`config.mk`:
```
export PLATFORM = sky130hd
export DESIGN_NAME = fifo_queue_with_delete
export DESIGN_NICKNAME = d
export VERILOG_FILES = /design/src/rtl/fqd_pkg.sv /design/src/rtl/fifo_queue_with_delete.sv /design/src/rtl/fqd_ram.sv /design/src/rtl/fqd_seq.sv
export SDC_FILE = /design/constraint.sdc
export NUM_CORES = 1
export LEC_CHECK = 0
export BUFFER_PORTS_ARGS = -buffer_cell sky130_fd_sc_hd__buf_2
export CAP_MARGIN = 0
export CORE_ASPECT_RATIO = 1.1
export CORE_MARGIN = 2
export CORE_UTILIZATION = 45
export CTS_CLUSTER_SIZE = 20
export DETAILED_ROUTE_END_ITERATION = 6
export GPL_TIMING_DRIVEN = 0
export HOLD_SLACK_MARGIN = 0.15
export PLACE_DENSITY_LB_ADDON = 0.05
export SLEW_MARGIN = 20
export SYNTH_ARGS = -nofsm -noshare
export SYNTH_HDL_FRONTEND = slang
export SYNTH_SLANG_ARGS = --single-unit
```
`constraint.sdc`:
```
create_clock -name clk -period 6.05 [get_ports clk]
set_input_delay 1.21 -clock clk [delete_from_list [all_inputs] [get_ports clk]]
set_output_delay 1.21 -clock clk [all_outputs]
set_load 0.01 [all_outputs]
```
`src/rtl/fqd_pkg.sv`:
```
// Types and constants shared by the delete-capable handle queue.
// No dependencies; imported by fqd_seq and fifo_queue_with_delete.
`default_nettype none

package fqd_pkg;

	localparam int HANDLE_FIELD_W = 32;
	localparam int LENGTH_W       = 5;

	typedef logic [1:0] op_t;

	localparam op_t OP_ENQUEUE = 2'd0;
	localparam op_t OP_DEQUEUE = 2'd1;
	localparam op_t OP_DELETE  = 2'd2;

	typedef struct packed {
		op_t                       op;
		logic [HANDLE_FIELD_W-1:0] handle_in;
	} req_t;

	typedef struct packed {
		logic                      status;
		logic [HANDLE_FIELD_W-1:0] handle_out;
		logic [LENGTH_W-1:0]       length;
	} rsp_t;

	// sequencer status toward the top level
	typedef struct packed {
		logic busy;
		logic res_valid;
	} seq_stat_t;

endpackage

`default_nettype wire

```
`src/rtl/fifo_queue_with_delete.sv`:
```
// Bounded FIFO of data handles with enqueue, dequeue and delete by value.
// Depends on fqd_pkg, fqd_seq (which holds the fqd_ram storage).
//
// Request channel (req, req_valid, req_stall): one operation per transfer,
// op is enqueue, dequeue oldest, or delete oldest equal handle. Response
// channel (rsp, rsp_valid, rsp_stall): exactly one result per request with
// status (0 ok, 1 error), the dequeued handle (else zero) and the length.
// Handles are stored at min(HANDLE_WIDTH, 32) bits; zero is not a handle.
// One request is in work at a time; req_stall is high while it is.
// Steps from request transfer to result in the output register:
//   enqueue and requests refused at once (zero handle, full, empty, bad op):
//   straight to the result; dequeue: one RAM read; delete: a read and a
//   compare per entry searched, then a read and a write per entry moved
//   toward the head, set by the single RAM port pair and slot adder.
// A new request is taken the cycle after the result enters the output
// register, so requests never overlap; while the output register holds a
// stalled response, the finished result waits in the sequencer and the
// next request stalls until it moves on.
// Reset empties the queue (head and count to zero); RAM contents are not
// cleared and are never read before written.
`default_nettype none

module fifo_queue_with_delete import fqd_pkg::*; #(
	parameter int DEPTH        = 16,
	parameter int HANDLE_WIDTH = 32
) (
	input  wire logic clk,
	input  wire logic arst_n,
	input  wire req_t req,
	input  wire logic req_valid,
	output      logic req_stall,
	output      rsp_t rsp,
	output      logic rsp_valid,
	input  wire logic rsp_stall
);

	localparam int DATA_W = (HANDLE_WIDTH < HANDLE_FIELD_W) ? HANDLE_WIDTH : HANDLE_FIELD_W;

	seq_stat_t stat;
	rsp_t      res;
	logic      req_take;
	logic      res_ld;
	logic      out_valid_q;
	rsp_t      rsp_q;

	assign req_stall = stat.busy;
	assign req_take  = req_valid && !stat.busy;
	assign res_ld    = stat.res_valid && (!out_valid_q || !rsp_stall);

	fqd_seq #(
		.DEPTH  (DEPTH),
		.DATA_W (DATA_W)
	) u_seq (
		.clk      (clk),
		.arst_n   (arst_n),
		.req      (req),
		.req_take (req_take),
		.res_ack  (res_ld),
		.stat     (stat),
		.res      (res)
	);

	always_ff @(posedge clk or negedge arst_n) begin
		if (!arst_n) begin
			out_valid_q <= 1'b0;
		end else if (res_ld) begin
			out_valid_q <= 1'b1;
		end else if (!rsp_stall) begin
			out_valid_q <= 1'b0;
		end
	end

	always_ff @(posedge clk) begin
		if (res_ld) begin
			rsp_q <= res;
		end
	end

	assign rsp       = rsp_q;
	assign rsp_valid = out_valid_q;

	// a finished result only exists while the sequencer holds off requests
	a_res_busy: assert property (@(posedge clk) disable iff (!arst_n)
		stat.res_valid |-> stat.busy)
		else $error("result pending while sequencer idle");

	// a request transfer always starts work in the sequencer
	a_take_busy: assert property (@(posedge clk) disable iff (!arst_n)
		req_take |=> stat.busy)
		else $error("request transfer did not start work");

	// error results never carry a handle
	a_err_zero: assert property (@(posedge clk) disable iff (!arst_n)
		(rsp_valid && rsp.status) |-> (rsp.handle_out == '0))
		else $error("error result with nonzero handle");

	// the output register is never overwritten while a stalled result waits
	a_no_overrun: assert property (@(posedge clk) disable iff (!arst_n)
		(rsp_valid && rsp_stall) |=> (rsp_valid && $stable(rsp)))
		else $error("stalled result lost or changed");

endmodule

`default_nettype wire

```
`src/rtl/fqd_ram.sv`:
```
// Generic single-write, single-read RAM with registered read data.
// No dependencies.
`default_nettype none

module fqd_ram #(
	parameter int WIDTH = 32,
	parameter int DEPTH = 16
) (
	input  wire logic                     clk,
	input  wire logic                     we,
	input  wire logic [$clog2(DEPTH)-1:0] waddr,
	input  wire logic [WIDTH-1:0]         wdata,
	input  wire logic                     re,
	input  wire logic [$clog2(DEPTH)-1:0] raddr,
	output      logic [WIDTH-1:0]         rdata
);

	logic [WIDTH-1:0] mem_q [DEPTH];

	always_ff @(posedge clk) begin
		if (we) begin
			mem_q[waddr] <= wdata;
		end
		if (re) begin
			rdata <= mem_q[raddr];
		end
	end

endmodule

`default_nettype wire

```
`src/rtl/fqd_seq.sv`:
```
// Handle queue sequencer: one slot adder shared over enqueue, dequeue, search
// and compaction; one comparator for search. Depends on fqd_pkg, fqd_ram.
`default_nettype none

module fqd_seq import fqd_pkg::*; #(
	parameter int DEPTH  = 16,
	parameter int DATA_W = 32
) (
	input  wire logic      clk,
	input  wire logic      arst_n,
	input  wire req_t      req,
	input  wire logic      req_take,
	input  wire logic      res_ack,
	output      seq_stat_t stat,
	output      rsp_t      res
);

	localparam int AW   = $clog2(DEPTH);
	localparam int CW   = $clog2(DEPTH + 1);
	localparam int SUMW = CW + 1;

	typedef enum logic [2:0] {
		S_IDLE,
		S_DEQ_RD,
		S_SRCH_RD,
		S_SRCH_CMP,
		S_SHIFT_RD,
		S_SHIFT_WR,
		S_RESP
	} state_t;

	state_t            state_q;
	logic [AW-1:0]     head_q;
	logic [CW-1:0]     count_q;
	logic [CW-1:0]     k_q;
	logic [DATA_W-1:0] h_q;
	logic              status_q;
	logic [DATA_W-1:0] hout_q;

	logic [DATA_W-1:0] h_in;
	logic [CW-1:0]     kp1;
	logic [CW-1:0]     kp2;
	logic [CW-1:0]     off;
	logic [SUMW-1:0]   sum;
	logic [SUMW-1:0]   slot_sum;
	logic [AW-1:0]     slot_idx;
	logic              enq_ok;
	logic              deq_ok;
	logic              del_ok;
	logic              ram_we;
	logic              ram_re;
	logic [DATA_W-1:0] ram_wdata;
	logic [DATA_W-1:0] ram_rdata;
	logic              hit;

	logic [DATA_W+HANDLE_FIELD_W-1:0] hout_ext;
	logic [CW+LENGTH_W-1:0]           len_ext;

	assign h_in = req.handle_in[DATA_W-1:0];
	assign kp1  = k_q + CW'(1);
	assign kp2  = k_q + CW'(2);
	assign hit  = (ram_rdata == h_q);

	assign enq_ok = (req.op == OP_ENQUEUE) && (h_in != '0) && (count_q != CW'(DEPTH));
	assign deq_ok = (req.op == OP_DEQUEUE) && (count_q != '0);
	assign del_ok = (req.op == OP_DELETE) && (h_in != '0) && (count_q != '0);

	// shared slot adder: (head + off) wrapped into the ring
	always_comb begin
		case (state_q)
			S_IDLE:     off = (req.op == OP_ENQUEUE) ? count_q : '0;
			S_DEQ_RD:   off = CW'(1);
			S_SHIFT_RD: off = kp1;
			default:    off = k_q;
		endcase
	end

	assign sum      = {{(SUMW-AW){1'b0}}, head_q} + {1'b0, off};
	assign slot_sum = (sum >= SUMW'(DEPTH)) ? (sum - SUMW'(DEPTH)) : sum;
	assign slot_idx = slot_sum[AW-1:0];

	always_comb begin
		ram_we    = 1'b0;
		ram_re    = 1'b0;
		ram_wdata = ram_rdata;
		case (state_q)
			S_IDLE: begin
				ram_we    = req_take && enq_ok;
				ram_re    = req_take && deq_ok;
				ram_wdata = h_in;
			end
			S_SRCH_RD:  ram_re = 1'b1;
			S_SHIFT_RD: ram_re = 1'b1;
			S_SHIFT_WR: ram_we = 1'b1;
			default: begin
				ram_we = 1'b0;
				ram_re = 1'b0;
			end
		endcase
	end

	fqd_ram #(
		.WIDTH (DATA_W),
		.DEPTH (DEPTH)
	) u_ram (
		.clk   (clk),
		.we    (ram_we),
		.waddr (slot_idx),
		.wdata (ram_wdata),
		.re    (ram_re),
		.raddr (slot_idx),
		.rdata (ram_rdata)
	);

	always_ff @(posedge clk or negedge arst_n) begin
		if (!arst_n) begin
			state_q  <= S_IDLE;
			head_q   <= '0;
			count_q  <= '0;
			k_q      <= '0;
			h_q      <= '0;
			status_q <= 1'b1;
			hout_q   <= '0;
		end else begin
			case (state_q)
				S_IDLE: begin
					if (req_take) begin
						h_q      <= h_in;
						k_q      <= '0;
						status_q <= 1'b1;
						hout_q   <= '0;
						state_q  <= S_RESP;
						if (enq_ok) begin
							count_q  <= count_q + CW'(1);
							status_q <= 1'b0;
						end else if (deq_ok) begin
							state_q <= S_DEQ_RD;
						end else if (del_ok) begin
							state_q <= S_SRCH_RD;
						end
					end
				end
				S_DEQ_RD: begin
					hout_q   <= ram_rdata;
					head_q   <= slot_idx;
					count_q  <= count_q - CW'(1);
					status_q <= 1'b0;
					state_q  <= S_RESP;
				end
				S_SRCH_RD: begin
					state_q <= S_SRCH_CMP;
				end
				S_SRCH_CMP: begin
					if (hit) begin
						if (kp1 == count_q) begin
							// match was the last entry: nothing to move
							count_q  <= count_q - CW'(1);
							status_q <= 1'b0;
							state_q  <= S_RESP;
						end else begin
							state_q <= S_SHIFT_RD;
						end
					end else if (kp1 == count_q) begin
						state_q <= S_RESP;
					end else begin
						k_q     <= kp1;
						state_q <= S_SRCH_RD;
					end
				end
				S_SHIFT_RD: begin
					state_q <= S_SHIFT_WR;
				end
				S_SHIFT_WR: begin
					k_q <= kp1;
					if (kp2 == count_q) begin
						count_q  <= count_q - CW'(1);
						status_q <= 1'b0;
						state_q  <= S_RESP;
					end else begin
						state_q <= S_SHIFT_RD;
					end
				end
				S_RESP: begin
					if (res_ack) begin
						state_q <= S_IDLE;
					end
				end
				default: state_q <= S_IDLE;
			endcase
		end
	end

	assign hout_ext = {{HANDLE_FIELD_W{1'b0}}, hout_q};
	assign len_ext  = {{LENGTH_W{1'b0}}, count_q};

	assign res.status     = status_q;
	assign res.handle_out = hout_ext[HANDLE_FIELD_W-1:0];
	assign res.length     = len_ext[LENGTH_W-1:0];

	assign stat.busy      = (state_q != S_IDLE);
	assign stat.res_valid = (state_q == S_RESP);

endmodule

`default_nettype wire
```
==> impl_metrics.prom, run 1 <==
# TYPE chip_impl_metric gauge
chip_impl_info{name="status",value="complete, no violations"} 1
chip_impl_metric{name="average_via_count_per_standard_cell",unit=""} 5.79
chip_impl_metric{name="die_w",unit="µm"} 233
chip_impl_metric{name="cts_htree_levels",unit=""} 3
chip_impl_metric{name="final_cells",unit=""} 2366
chip_impl_metric{name="finalHoldViolCount",unit=""} 0
chip_impl_metric{name="drc_errors",unit=""} 0
chip_impl_metric{name="finalSetupViolations",unit=""} 0
chip_impl_metric{name="critical_path_peak_fanout",unit=""} 10
chip_impl_info{name="root_buffer",value="clkbuf_16"} 1
chip_impl_metric{name="fin_area",unit="µm²"} 30800
chip_impl_metric{name="placed_area",unit="µm²"} 28400
chip_impl_info{name="destination_of_the_critical_timing_path",value="u_seq.u_ram.mem_q[8][11]$_DFFE_PP_"} 1
chip_impl_metric{name="worst_r2r_path_depth",unit=""} 16
chip_impl_metric{name="grt_util_all_layers",unit=""} 0.242
chip_impl_info{name="worstSetupStartpointType",value="register"} 1
chip_impl_metric{name="synth-async-reset-ratio",unit=""} 0.125
chip_impl_metric{name="timing.final.crit_share",unit=""} 0.925
chip_impl_metric{name="routed_wl",unit="mm"} 70.5
chip_impl_info{name="synth.most_common_cell",value="edfxtp_1"} 1
chip_impl_metric{name="die_height",unit="µm"} 256
chip_impl_metric{name="worst_clock_skew",unit="ns"} 0.0270
chip_impl_metric{name="antenna-diode-count",unit=""} 0
chip_impl_metric{name="ys_seq_elements",unit=""} 665
chip_impl_info{name="r2r-start",value="u_seq.state_q[0]$_DFFE_PN0P_"} 1
chip_impl_metric{name="drt_pass1_iterations",unit=""} 5
chip_impl_metric{name="routed-via-count",unit=""} 13704
chip_impl_metric{name="synth_top_cell_area_share",unit=""} 0.672
chip_impl_metric{name="fmax",unit="MHz"} 179
chip_impl_metric{name="finalCoreUtilization",unit=""} 0.539
chip_impl_metric{name="layout-drive-gt1-share",unit=""} 0.292
chip_impl_metric{name="fin_nets",unit=""} 1603
chip_impl_metric{name="starting_density_of_the_core",unit=""} 0.455
chip_impl_metric{name="grt_pass1_vias",unit=""} 13783
chip_impl_metric{name="standard_cell_core_area",unit="µm²"} 57200
chip_impl_metric{name="post-dp-hpwl",unit="mm"} 47.9
chip_impl_metric{name="max-clock-path-buffers",unit=""} 3
chip_impl_info{name="holdCritPathClass",value="in2async"} 1
chip_impl_info{name="path_class",value="reg2reg"} 1
chip_impl_metric{name="global_route.overflow_total",unit=""} 0
chip_impl_metric{name="syn_to_final_growth",unit="%"} 18.5
chip_impl_info{name="netlist.top_cell.by_area",value="edfxtp_1"} 1
chip_impl_metric{name="detail-route-antenna-nets",unit=""} 0
chip_impl_metric{name="seq_area_frac_synth",unit=""} 0.752
chip_impl_metric{name="synth.cell_area",unit="µm²"} 26000
chip_impl_metric{name="die_area",unit="µm²"} 59700
chip_impl_metric{name="port-buffer-count",unit=""} 77
chip_impl_metric{name="number_of_clock_buffers_inserted_by_tritoncts",unit=""} 71
chip_impl_metric{name="number_of_antenna_violations_at_the_first_check_in_global_routing",unit=""} 1
chip_impl_metric{name="post_synth_inst_count",unit=""} 1336
chip_impl_metric{name="final_max_slew_viol_count",unit=""} 0
chip_impl_metric{name="numPlacedInstances",unit=""} 2232
chip_impl_metric{name="synthesis.area_per_instance",unit="µm²"} 19.5
chip_impl_info{name="crit_path_end_kind",value="register"} 1
chip_impl_metric{name="wire_per_inst",unit="µm"} 29.8
chip_impl_metric{name="cp.arrival",unit="ns"} 5.91
chip_impl_metric{name="routabilityCongestion",unit=""} 0.845
chip_impl_metric{name="reg2reg_setup_slack",unit="ns"} 0.45
chip_impl_info{name="cp-startpoint",value="u_seq.state_q[0]$_DFFE_PN0P_"} 1
chip_impl_metric{name="maxCapViolations",unit=""} 0
chip_impl_info{name="r2r_endpoint",value="u_seq.u_ram.mem_q[8][11]$_DFFE_PP_"} 1
chip_impl_metric{name="ys_types",unit=""} 55
chip_impl_metric{name="clock_sink_count",unit=""} 665
chip_impl_info{name="tritoncts",value="built"} 1
chip_impl_metric{name="first_iter_violations",unit=""} 1465
chip_impl_info{name="synth_area_leaders",value="edfxtp_1 (67%), mux4_2 (14%), dfrtp_1 (7.9%)"} 1
chip_impl_metric{name="worst_margin_pin_slew",unit="ns"} 1.09
chip_impl_info{name="main_synth_ff_type",value="edfxtp_1"} 1
chip_impl_metric{name="crit_required",unit="ns"} 6.36
chip_impl_info{name="synth_common_cells",value="edfxtp_1 (582), nand2_1 (208), mux4_2 (160)"} 1
chip_impl_metric{name="clk_pin_slew_worst_paths",unit="ns"} 0.06
chip_impl_metric{name="core.rowCount",unit=""} 92
chip_impl_info{name="setup_repair_after_global_routing_missed_its_margin",value="no"} 1
chip_impl_metric{name="synth_enable_flop_cells",unit=""} 582
chip_impl_metric{name="ys_warn_count",unit=""} 0
chip_impl_metric{name="ioPinCount",unit=""} 78
chip_impl_metric{name="worst_slew_margin_rel",unit=""} 0.270
chip_impl_metric{name="final_period_minus_worst_setup_slack",unit="ns"} 5.60
chip_impl_metric{name="clkLatencyLatePin",unit="ns"} 0.62
chip_impl_metric{name="maximum_number_of_pins_on_one_net_before_global_route_repair",unit=""} 65
chip_impl_metric{name="synth_fp_nets",unit=""} 1384
chip_impl_metric{name="grt_pass1_wl",unit="mm"} 101
[routing by layer]
metal	global-route usage	up-vias	wire [µm]
li1	-	5783	-
met1	0.340	7314	29600
met2	0.393	524	35300
met3	0.0378	83	4040
met4	0.0745	0	1560
met5	0	-	0
[sequential cells by signal (all words and copies together), names as in the netlist]
| name | cells |
|---|---|
| rsp | 38 |
| rsp_valid | 1 |
| u_seq.count_q | 5 |
| u_seq.h_q | 32 |
| u_seq.head_q | 4 |
| u_seq.hout_q | 32 |
| u_seq.k_q | 5 |
| u_seq.state_q | 3 |
| u_seq.status_q | 1 |
| u_seq.u_ram.mem_q | 512 |
| u_seq.u_ram.rdata | 32 |
[how the worst min path moves through the flow]
stage | cells past startpoint | slack (ns) | start | end
finish | 1 | 0.44 | arst_n | u_seq.state_q[2]$_DFFE_PN0P_
global route | 1 | 0.45 | arst_n | u_seq.state_q[2]$_DFFE_PN0P_
CTS | 1 | 0.42 | arst_n | u_seq.hout_q[30]$_DFFE_PN0P_
detailed placement | 0 | 0.43 | u_seq.hout_q[31]$_DFFE_PN0P_ | rsp[36]$_DFFE_PP_
global placement | 0 | 0.44 | u_seq.hout_q[16]$_DFFE_PN0P_ | rsp[21]$_DFFE_PP_
floorplan | 0 | 0.42 | u_seq.hout_q[31]$_DFFE_PN0P_ | rsp[36]$_DFFE_PP_
[cell families (layout without fill, tap and decap cells)]
family / Yosys count / after routing / synth area share
mux: 166 / 166 / 0.141
compound gates: 82 / 82 / 0.0242
xor+xnor: 51 / 51 / 0.0180
buf+inv: 73 / 351 / 0.0110
flops: 665 / 665 / 0.752
fa+ha+maj: 10 / 10 / 0.00539
simple gates: 289 / 289 / 0.0483
[metrics by stage]
step                      setup WS, ns  TNS [ns]  hold slack (ns)
after global placement           -5.89  -2041.92            0.437
after CTS                        0.468         0            0.422
after detailed placement        -0.813   -179.51            0.433
after global routing             0.178         0            0.449
after floorplan                  0.158         0            0.425
final                            0.453         0            0.441
[layout make-up]
| cell class | count | area, µm² |
|---|---|---|
| buffer | 67 | 294 |
| clock buffer | 101 | 2060 |
| clock inverter | 31 | 302 |
| fill | 4442 | 26400 |
| inverter | 6 | 23.8 |
| multi-input combinational | 598 | 6310 |
| sequential | 665 | 19600 |
| tap | 752 | 941 |
| timing repair buffer | 146 | 1330 |
[critical path, stage by stage (launching register included)]
cell      delay, ns
dfrtp_1        0.35
buf_2          0.18
nor3_4         0.16
buf_4          0.18
clkinv_2       0.18
nor3_1         0.37
nand2_1        0.11
a41oi_1        0.34
ha_1           0.28
fa_1           0.44
clkbuf_1       0.32
clkbuf_2       0.41
buf_2          0.32
or3b_1         0.58
nor3_4         0.65
buf_8          0.24
buf_8          0.16
[cell usage in the layout, fill, tap and decap left out, types with 10 or more instances in the layout]
cell type,netlist,layout
a22o_1,32,32
dfrtp_1,82,82
edfxtp_1,582,582
clkbuf_2,0,15
nor2_1,21,13
buf_4,0,35
buf_6,0,10
mux4_2,160,160
clkinv_1,2,13
xnor2_1,40,40
clkinv_2,0,11
buf_2,10,89
nor4_1,13,12
clkbuf_1,50,55
nand4_1,13,13
buf_16,0,14
clkbuf_16,0,76
nand2_1,208,208
[repair_timing]
item,4_1_cts,5_1_grt
setup endpoints to repair,516,0
buffers inserted,2,0
hold buffers,0,0
gates resized for setup,8,0
Power of run 1 is not shown: default switching activity piles up to over one toggle a cycle in this logic, so the estimate is an artifact.
==> run 2, diff against run 1 <==
--- a/config.mk
+++ b/config.mk
@@ -16,2 +16,3 @@
 export HOLD_SLACK_MARGIN = 0.15
+export MAX_ROUTING_LAYER = met4
 export PLACE_DENSITY_LB_ADDON = 0.05
==> constraint.sdc (replaced) <==
create_clock -name clk -period 6.05 [get_ports clk]
set_input_delay 1.5125 -clock clk [delete_from_list [all_inputs] [get_ports clk]]
set_output_delay 1.5125 -clock clk [all_outputs]
set_load 0.01 [all_outputs]
==> impl_metrics.prom, run 2 (synthesis gave the netlist of run 1 again) <==
# TYPE chip_impl_metric gauge
chip_impl_info{name="status",value="complete, no violations"} 1
chip_impl_metric{name="clock_sink_count",unit=""} 665
chip_impl_metric{name="average_via_count_per_standard_cell",unit=""} 5.84
chip_impl_metric{name="drt_pass1_iterations",unit=""} 6
chip_impl_info{name="path_class",value="reg2reg"} 1
chip_impl_metric{name="clk_pin_slew_worst_paths",unit="ns"} 0.06
chip_impl_metric{name="starting_density_of_the_core",unit=""} 0.455
chip_impl_metric{name="finalHoldViolCount",unit=""} 0
chip_impl_metric{name="ioPinCount",unit=""} 78
chip_impl_metric{name="wire_per_inst",unit="µm"} 30.2
chip_impl_metric{name="finalSetupViolations",unit=""} 0
chip_impl_metric{name="clkLatencyLatePin",unit="ns"} 0.61
chip_impl_metric{name="number_of_antenna_violations_at_the_first_check_in_global_routing",unit=""} 0
chip_impl_info{name="largest_register",value="u_seq.u_ram.mem_q"} 1
chip_impl_metric{name="worst_r2r_path_depth",unit=""} 16
chip_impl_metric{name="worst_margin_pin_slew",unit="ns"} 1.17
chip_impl_metric{name="final_cells",unit=""} 2361
chip_impl_info{name="worstSetupStartpointType",value="register"} 1
chip_impl_info{name="tritoncts",value="built"} 1
chip_impl_metric{name="critical_path_peak_fanout",unit=""} 10
chip_impl_metric{name="final_max_slew_viol_count",unit=""} 0
chip_impl_metric{name="fillers",unit=""} 4450
chip_impl_metric{name="global_route.overflow_total",unit=""} 0
chip_impl_metric{name="routed-via-count",unit=""} 13780
chip_impl_info{name="cp-startpoint",value="u_seq.state_q[0]$_DFFE_PN0P_"} 1
chip_impl_metric{name="worst_clock_skew",unit="ns"} 0.0248
chip_impl_info{name="root_buffer",value="clkbuf_16"} 1
chip_impl_metric{name="number_of_clock_buffers_inserted_by_tritoncts",unit=""} 71
chip_impl_info{name="destination_of_the_critical_timing_path",value="u_seq.u_ram.mem_q[2][8]$_DFFE_PP_"} 1
chip_impl_metric{name="max-clock-path-buffers",unit=""} 3
chip_impl_metric{name="post-dp-hpwl",unit="mm"} 47.9
chip_impl_metric{name="final_period_minus_worst_setup_slack",unit="ns"} 5.58
chip_impl_metric{name="largest_reg_flops",unit=""} 512
chip_impl_metric{name="grt_util_all_layers",unit=""} 0.253
chip_impl_metric{name="die_area",unit="µm²"} 59700
chip_impl_metric{name="routed_wl",unit="mm"} 71.4
chip_impl_metric{name="maximum_number_of_pins_on_one_net_before_global_route_repair",unit=""} 63
chip_impl_metric{name="die_height",unit="µm"} 256
chip_impl_metric{name="layout-drive-gt1-share",unit=""} 0.296
chip_impl_metric{name="numPlacedInstances",unit=""} 2230
chip_impl_metric{name="antenna-diode-count",unit=""} 0
chip_impl_metric{name="die_w",unit="µm"} 233
chip_impl_metric{name="routabilityCongestion",unit=""} 0.859
chip_impl_info{name="r2r-start",value="u_seq.state_q[0]$_DFFE_PN0P_"} 1
chip_impl_metric{name="first_iter_violations",unit=""} 1512
chip_impl_metric{name="grt_pass1_vias",unit=""} 13986
chip_impl_metric{name="placed_area",unit="µm²"} 28500
chip_impl_metric{name="port-buffer-count",unit=""} 77
chip_impl_metric{name="timing.final.crit_share",unit=""} 0.923
chip_impl_metric{name="reg2reg_setup_slack",unit="ns"} 0.47
chip_impl_info{name="crit_path_end_kind",value="register"} 1
chip_impl_metric{name="maxCapViolations",unit=""} 0
chip_impl_info{name="setup_repair_after_global_routing_missed_its_margin",value="no"} 1
chip_impl_metric{name="grt_pass1_wl",unit="mm"} 102
chip_impl_metric{name="detail-route-antenna-nets",unit=""} 0
chip_impl_metric{name="worst_slew_margin_rel",unit=""} 0.219
chip_impl_metric{name="fmax",unit="MHz"} 179
chip_impl_info{name="holdCritPathClass",value="reg2reg"} 1
chip_impl_metric{name="cts_htree_levels",unit=""} 3
chip_impl_metric{name="cp.arrival",unit="ns"} 5.88
chip_impl_metric{name="fin_area",unit="µm²"} 30900
chip_impl_metric{name="fin_nets",unit=""} 1601
chip_impl_metric{name="post_cts_hold_buffer_count",unit=""} 0
chip_impl_metric{name="drc_errors",unit=""} 0
chip_impl_info{name="r2r_endpoint",value="u_seq.u_ram.mem_q[2][8]$_DFFE_PP_"} 1
chip_impl_info{name="layout.cells.most_common_list",value="edfxtp_1 (582), nand2_1 (208), mux4_2 (160)"} 1
chip_impl_info{name="final_common_cell",value="edfxtp_1"} 1
chip_impl_metric{name="standard_cell_core_area",unit="µm²"} 57200
chip_impl_metric{name="syn_to_final_growth",unit="%"} 18.9
chip_impl_metric{name="crit_required",unit="ns"} 6.34
chip_impl_metric{name="core.rowCount",unit=""} 92
run 2: cell types whose count changed in the layout (fill, tap and decap cells not counted), moves of 4 or more:
cell | before | now
clkinvlp_4 | 0 | 6
buf_4 | 35 | 28
nor3_2 | 5 | 1
clkbuf_1 | 55 | 47
buf_8 | 6 | 13
nor3_4 | 5 | 9
run 2: metrics by stage:
step / setup TNS, ns / util / setup slack (ns) / hold WS [ns]
2_1_floorplan: -17.71 / - / -0.144 / 0.425
3_3_place_gp: -1977.22 / 0.478 / -5.85 / 0.431
3_5_place_dp: -210.39 / 0.498 / -0.960 / 0.439
4_1_cts: 0 / 0.540 / 0.0115 / 0.456
5_1_grt: 0 / 0.540 / 0.322 / 0.470
6_report: 0 / 0.540 / 0.466 / 0.454
run 2: cell type report:
| type | instances | area (µm²) | share of cell area |
|---|---|---|---|
| buffer | 66 | 282 | 0.00911 |
| multi-input combinational | 598 | 6340 | 0.205 |
| clock inverter | 37 | 385 | 0.0125 |
| clock buffer | 92 | 1990 | 0.0643 |
| inverter | 6 | 23.8 | 0.000769 |
| sequential | 665 | 19600 | 0.633 |
| tap | 752 | 941 | 0.0304 |
| timing repair buffer | 145 | 1400 | 0.0452 |
run 2: how the worst min path moves through the flow:
stage | startpoint | endpoint | depth (start not counted)
after detailed placement | u_seq.hout_q[25]$_DFFE_PN0P_ | rsp[30]$_DFFE_PP_ | 0
final | u_seq.hout_q[25]$_DFFE_PN0P_ | rsp[30]$_DFFE_PP_ | 0
after floorplan | u_seq.hout_q[31]$_DFFE_PN0P_ | rsp[36]$_DFFE_PP_ | 0
after CTS | u_seq.hout_q[14]$_DFFE_PN0P_ | rsp[19]$_DFFE_PP_ | 0
after global routing | u_seq.hout_q[25]$_DFFE_PN0P_ | rsp[30]$_DFFE_PP_ | 0
after global placement | u_seq.hout_q[15]$_DFFE_PN0P_ | rsp[20]$_DFFE_PP_ | 0
run 2: worst max-delay path, cell delays in order, from the launching register on:
cell and delay [ns]:
dfrtp_1 0.36, buf_2 0.17, nor3_4 0.17, buf_4 0.19, clkinv_2 0.21, nor3_1 0.41, nand2_1 0.10, a41oi_1 0.30
ha_1 0.25, fa_1 0.18, clkbuf_1 0.54, clkbuf_2 0.51, buf_2 0.38, nand3_1 0.39, nor3_4 0.55, buf_4 0.31
buf_4 0.21
run 2: per-layer routing:
| metal | up-vias | routed length (µm) | GRT usage |
|---|---|---|---|
| met5 | - | 0 | - |
| met4 | 0 | 1650 | 0.0761 |
| met3 | 90 | 4290 | 0.0393 |
| met2 | 492 | 35700 | 0.398 |
| met1 | 7395 | 29800 | 0.344 |
| li1 | 5803 | - | - |
run 2: what timing repair did:
action / in CTS / in global routing
endpoints found under the setup margin: 528 / 115
pin swaps: 0 / 1
buffers inserted: 0 / 3
resized for setup: 6 / 5
Power of run 2 is left out for the same reason.
==> run 3, diff against run 2 <==
- ABC_AREA: default -> 1
==> impl_metrics.prom, run 3 <==
# TYPE chip_impl_metric gauge
chip_impl_metric{name="core.rowCount",unit=""} 92
chip_impl_info{name="path_common_cell",value="buf_16"} 1
chip_impl_metric{name="seq_area_frac_synth",unit=""} 0.744
chip_impl_metric{name="synth.cell_area",unit="µm²"} 26300
chip_impl_metric{name="ys_warn_count",unit=""} 0
chip_impl_metric{name="standard_cell_core_area",unit="µm²"} 57600
chip_impl_metric{name="cp.arrival",unit="ns"} 6.15
chip_impl_metric{name="post_synth_inst_count",unit=""} 1954
chip_impl_info{name="status",value="complete, no violations"} 1
chip_impl_metric{name="die_w",unit="µm"} 234
chip_impl_info{name="synth.most_common_cell",value="edfxtp_1"} 1
chip_impl_info{name="cp_slowest_cell",value="buf_1"} 1
chip_impl_metric{name="worst_margin_pin_slew",unit="ns"} 1.19
chip_impl_metric{name="cts_post_setup_buffers_inserted",unit=""} 0
chip_impl_metric{name="ioPinCount",unit=""} 78
chip_impl_metric{name="ys_types",unit=""} 40
chip_impl_metric{name="max-clock-path-buffers",unit=""} 3
chip_impl_metric{name="number_of_clock_buffers_inserted_by_tritoncts",unit=""} 70
chip_impl_metric{name="synthesis.area_per_instance",unit="µm²"} 13.4
chip_impl_metric{name="fin_nets",unit=""} 2204
chip_impl_metric{name="finalSetupViolations",unit=""} 0
chip_impl_info{name="netlist.top_cell.by_area",value="edfxtp_1"} 1
chip_impl_metric{name="holdWs",unit="ns"} 0.446
chip_impl_info{name="synth_area_leaders",value="edfxtp_1 (67%), dfrtp_1 (7.8%), nand2_1 (6.0%)"} 1
chip_impl_metric{name="met3WireLength",unit="mm"} 6.61
chip_impl_metric{name="synth-async-reset-ratio",unit=""} 0.125
chip_impl_metric{name="grt_pass1_vias",unit=""} 16528
chip_impl_metric{name="routed-via-count",unit=""} 16937
chip_impl_metric{name="clock_sink_count",unit=""} 665
chip_impl_metric{name="layout-drive-gt1-share",unit=""} 0.145
chip_impl_metric{name="maximum_number_of_pins_on_one_net_before_global_route_repair",unit=""} 55
chip_impl_metric{name="finalCoreUtilization",unit=""} 0.538
chip_impl_metric{name="routed_wl",unit="mm"} 79.7
chip_impl_metric{name="synth_top_cell_area_share",unit=""} 0.665
chip_impl_info{name="final_common_cell",value="edfxtp_1"} 1
chip_impl_metric{name="worst_slew_margin_rel",unit=""} 0.209
chip_impl_metric{name="worst_clock_skew",unit="ns"} 0.0245
chip_impl_metric{name="final_period_minus_worst_setup_slack",unit="ns"} 5.84
chip_impl_metric{name="critical-path-max-stage-delay",unit="ns"} 0.81
chip_impl_metric{name="clk_pin_slew_worst_paths",unit="ns"} 0.05
chip_impl_metric{name="grt_util_all_layers",unit=""} 0.276
chip_impl_metric{name="largest_reg_flops",unit=""} 512
chip_impl_metric{name="met1Wirelength",unit="mm"} 32.1
chip_impl_info{name="setup_repair_after_global_routing_missed_its_margin",value="no"} 1
chip_impl_metric{name="antenna-diode-count",unit=""} 0
chip_impl_metric{name="critical_path_peak_fanout",unit=""} 13
chip_impl_metric{name="die_area",unit="µm²"} 60300
chip_impl_metric{name="wire_per_inst",unit="µm"} 26.9
chip_impl_metric{name="post-dp-hpwl",unit="mm"} 55.0
chip_impl_metric{name="maxCapViolations",unit=""} 0
chip_impl_metric{name="drt_pass1_iterations",unit=""} 5
chip_impl_metric{name="synth_enable_flop_cells",unit=""} 582
chip_impl_metric{name="crit_required",unit="ns"} 6.36
chip_impl_info{name="path_class",value="in2reg"} 1
chip_impl_metric{name="seqCellArea",unit="µm²"} 19600
chip_impl_metric{name="grt_pass1_wl",unit="mm"} 114
chip_impl_info{name="main_synth_ff_type",value="edfxtp_1"} 1
chip_impl_info{name="layout.cells.most_common_list",value="edfxtp_1 (582), nand2_1 (423), inv_1 (109)"} 1
chip_impl_metric{name="cts_htree_levels",unit=""} 3
chip_impl_metric{name="fillers",unit=""} 4839
chip_impl_info{name="topRoutingLayerUsed",value="met4"} 1
chip_impl_metric{name="wl_met2",unit="mm"} 38.3
chip_impl_metric{name="clkLatencyLatePin",unit="ns"} 0.62
chip_impl_metric{name="finalHoldViolCount",unit=""} 0
chip_impl_info{name="holdCritPathClass",value="reg2reg"} 1
chip_impl_info{name="tritoncts",value="built"} 1
chip_impl_metric{name="average_via_count_per_standard_cell",unit=""} 5.72
chip_impl_metric{name="detail-route-antenna-nets",unit=""} 0
chip_impl_metric{name="synth_fp_nets",unit=""} 2002
chip_impl_metric{name="port-buffer-count",unit=""} 77
chip_impl_info{name="worstSetupStartpointType",value="input port"} 1
chip_impl_metric{name="drc_errors",unit=""} 0
chip_impl_metric{name="starting_density_of_the_core",unit=""} 0.456
chip_impl_metric{name="timing.final.crit_share",unit=""} 0.966
chip_impl_metric{name="syn_to_final_growth",unit="%"} 17.8
chip_impl_metric{name="post_cts_hold_buffer_count",unit=""} 0
chip_impl_metric{name="number_of_antenna_violations_at_the_first_check_in_global_routing",unit=""} 3
chip_impl_info{name="synth_common_cells",value="edfxtp_1 (582), nand2_1 (423), o21ai_0 (120)"} 1
chip_impl_metric{name="routabilityCongestion",unit=""} 0.872
chip_impl_metric{name="fmax",unit="MHz"} 171
chip_impl_info{name="crit_path_end_kind",value="register"} 1
chip_impl_metric{name="die_height",unit="µm"} 257
chip_impl_info{name="root_buffer",value="clkbuf_16"} 1
chip_impl_metric{name="first_iter_violations",unit=""} 1868
chip_impl_metric{name="global_route.overflow_total",unit=""} 0
chip_impl_metric{name="final_max_slew_viol_count",unit=""} 0
chip_impl_info{name="largest_register",value="u_seq.u_ram.mem_q"} 1
chip_impl_info{name="crit_chain",value="buf_2 > nor2_1 > nand2_2 > inv_2 > a221oi_1 > a21oi_1 > ha_1 > fa_1 > xor2_1 > inv_1 > clkbuf_1 > buf_1 > nand2_1 > nor2_4 > buf_16 > buf_16"} 1
chip_impl_metric{name="multiInputGateArea",unit="µm²"} 6050
chip_impl_metric{name="ys_seq_elements",unit=""} 665
chip_impl_metric{name="post_cts_resize_count",unit=""} 0
[run 3: cell count changes in the layout (fill, tap and decap cells not counted), moves of 35 or more]
| cell | before | now |
|---|---|---|
| nand2_1 | 208 | 423 |
| mux4_2 | 160 | 0 |
| inv_1 | 4 | 109 |
| a22oi_1 | 0 | 104 |
| o21ai_0 | 8 | 88 |
| a21oi_1 | 7 | 82 |
| nor2_1 | 13 | 74 |
| a221oi_1 | 0 | 56 |
| o21ai_2 | 0 | 44 |
| clkbuf_1 | 47 | 82 |
[run 3: kinds of logic after synthesis]
kind of cell | synth area share
flops | 0.744
simple gates | 0.0878
compound gates | 0.118
buf+inv | 0.0330
xor+xnor | 0.0120
fa+ha+maj | 0.00533
[run 3: path summary, 6_finish.rpt]
check / start / endpoint / slack [ns] / cells after the start
setup / recovery: req[32] / u_seq.u_ram.mem_q[9][8]$_DFFE_PP_ / 0.21 / 16
hold / removal: u_seq.hout_q[22]$_DFFE_PN0P_ / rsp[27]$_DFFE_PP_ / 0.45 / 0
setup reg to reg: u_seq.state_q[2]$_DFFE_PN0P_ / u_seq.u_ram.mem_q[9][8]$_DFFE_PP_ / 0.43 / 17
hold reg to reg: u_seq.hout_q[22]$_DFFE_PN0P_ / rsp[27]$_DFFE_PP_ / 0.45 / 0
max in group asynchronous: arst_n / u_seq.hout_q[11]$_DFFE_PN0P_ / 4.56 / 2
min in group asynchronous: arst_n / u_seq.count_q[4]$_DFFE_PN0P_ / 0.85 / 1
[run 3: layer usage]
layer / GRT usage / up-vias
met5: - / -
met4: 0.105 / 0
met3: 0.0596 / 134
met2: 0.432 / 701
met1: 0.353 / 8503
li1: - / 7599
[run 3: layout make-up]
class | instances | area share
buffer | 99 | 0.0139
clock buffer | 94 | 0.0622
clock inverter | 30 | 0.00740
inverter | 115 | 0.0141
multi-input combinational | 1075 | 0.196
sequential | 665 | 0.632
tap | 752 | 0.0304
timing repair buffer | 130 | 0.0447
[run 3: critical path, delay by kind of cell]
family          cells  cell delay, ns
buf+inv             7            2.07
simple gates        4            1.24
fa+ha+maj           2            0.62
xor+xnor            1            0.33
compound gates      2            0.33
[run 3: through the flow]
stage / instance area, µm² / cells / setup WS (ns) / TNS [ns]
after global routing: 31000 / 2960 / 0.0814 / 0
after detailed placement: 28800 / 2836 / -0.384 / -67.51
after floorplan: 26300 / 1954 / 0.629 / 0
after CTS: 31000 / 2960 / 0.248 / 0
after global placement: 27600 / 2783 / -2.54 / -1220.95
final: 31000 / 2960 / 0.208 / 0
Power of run 3 is left out for the same reason.
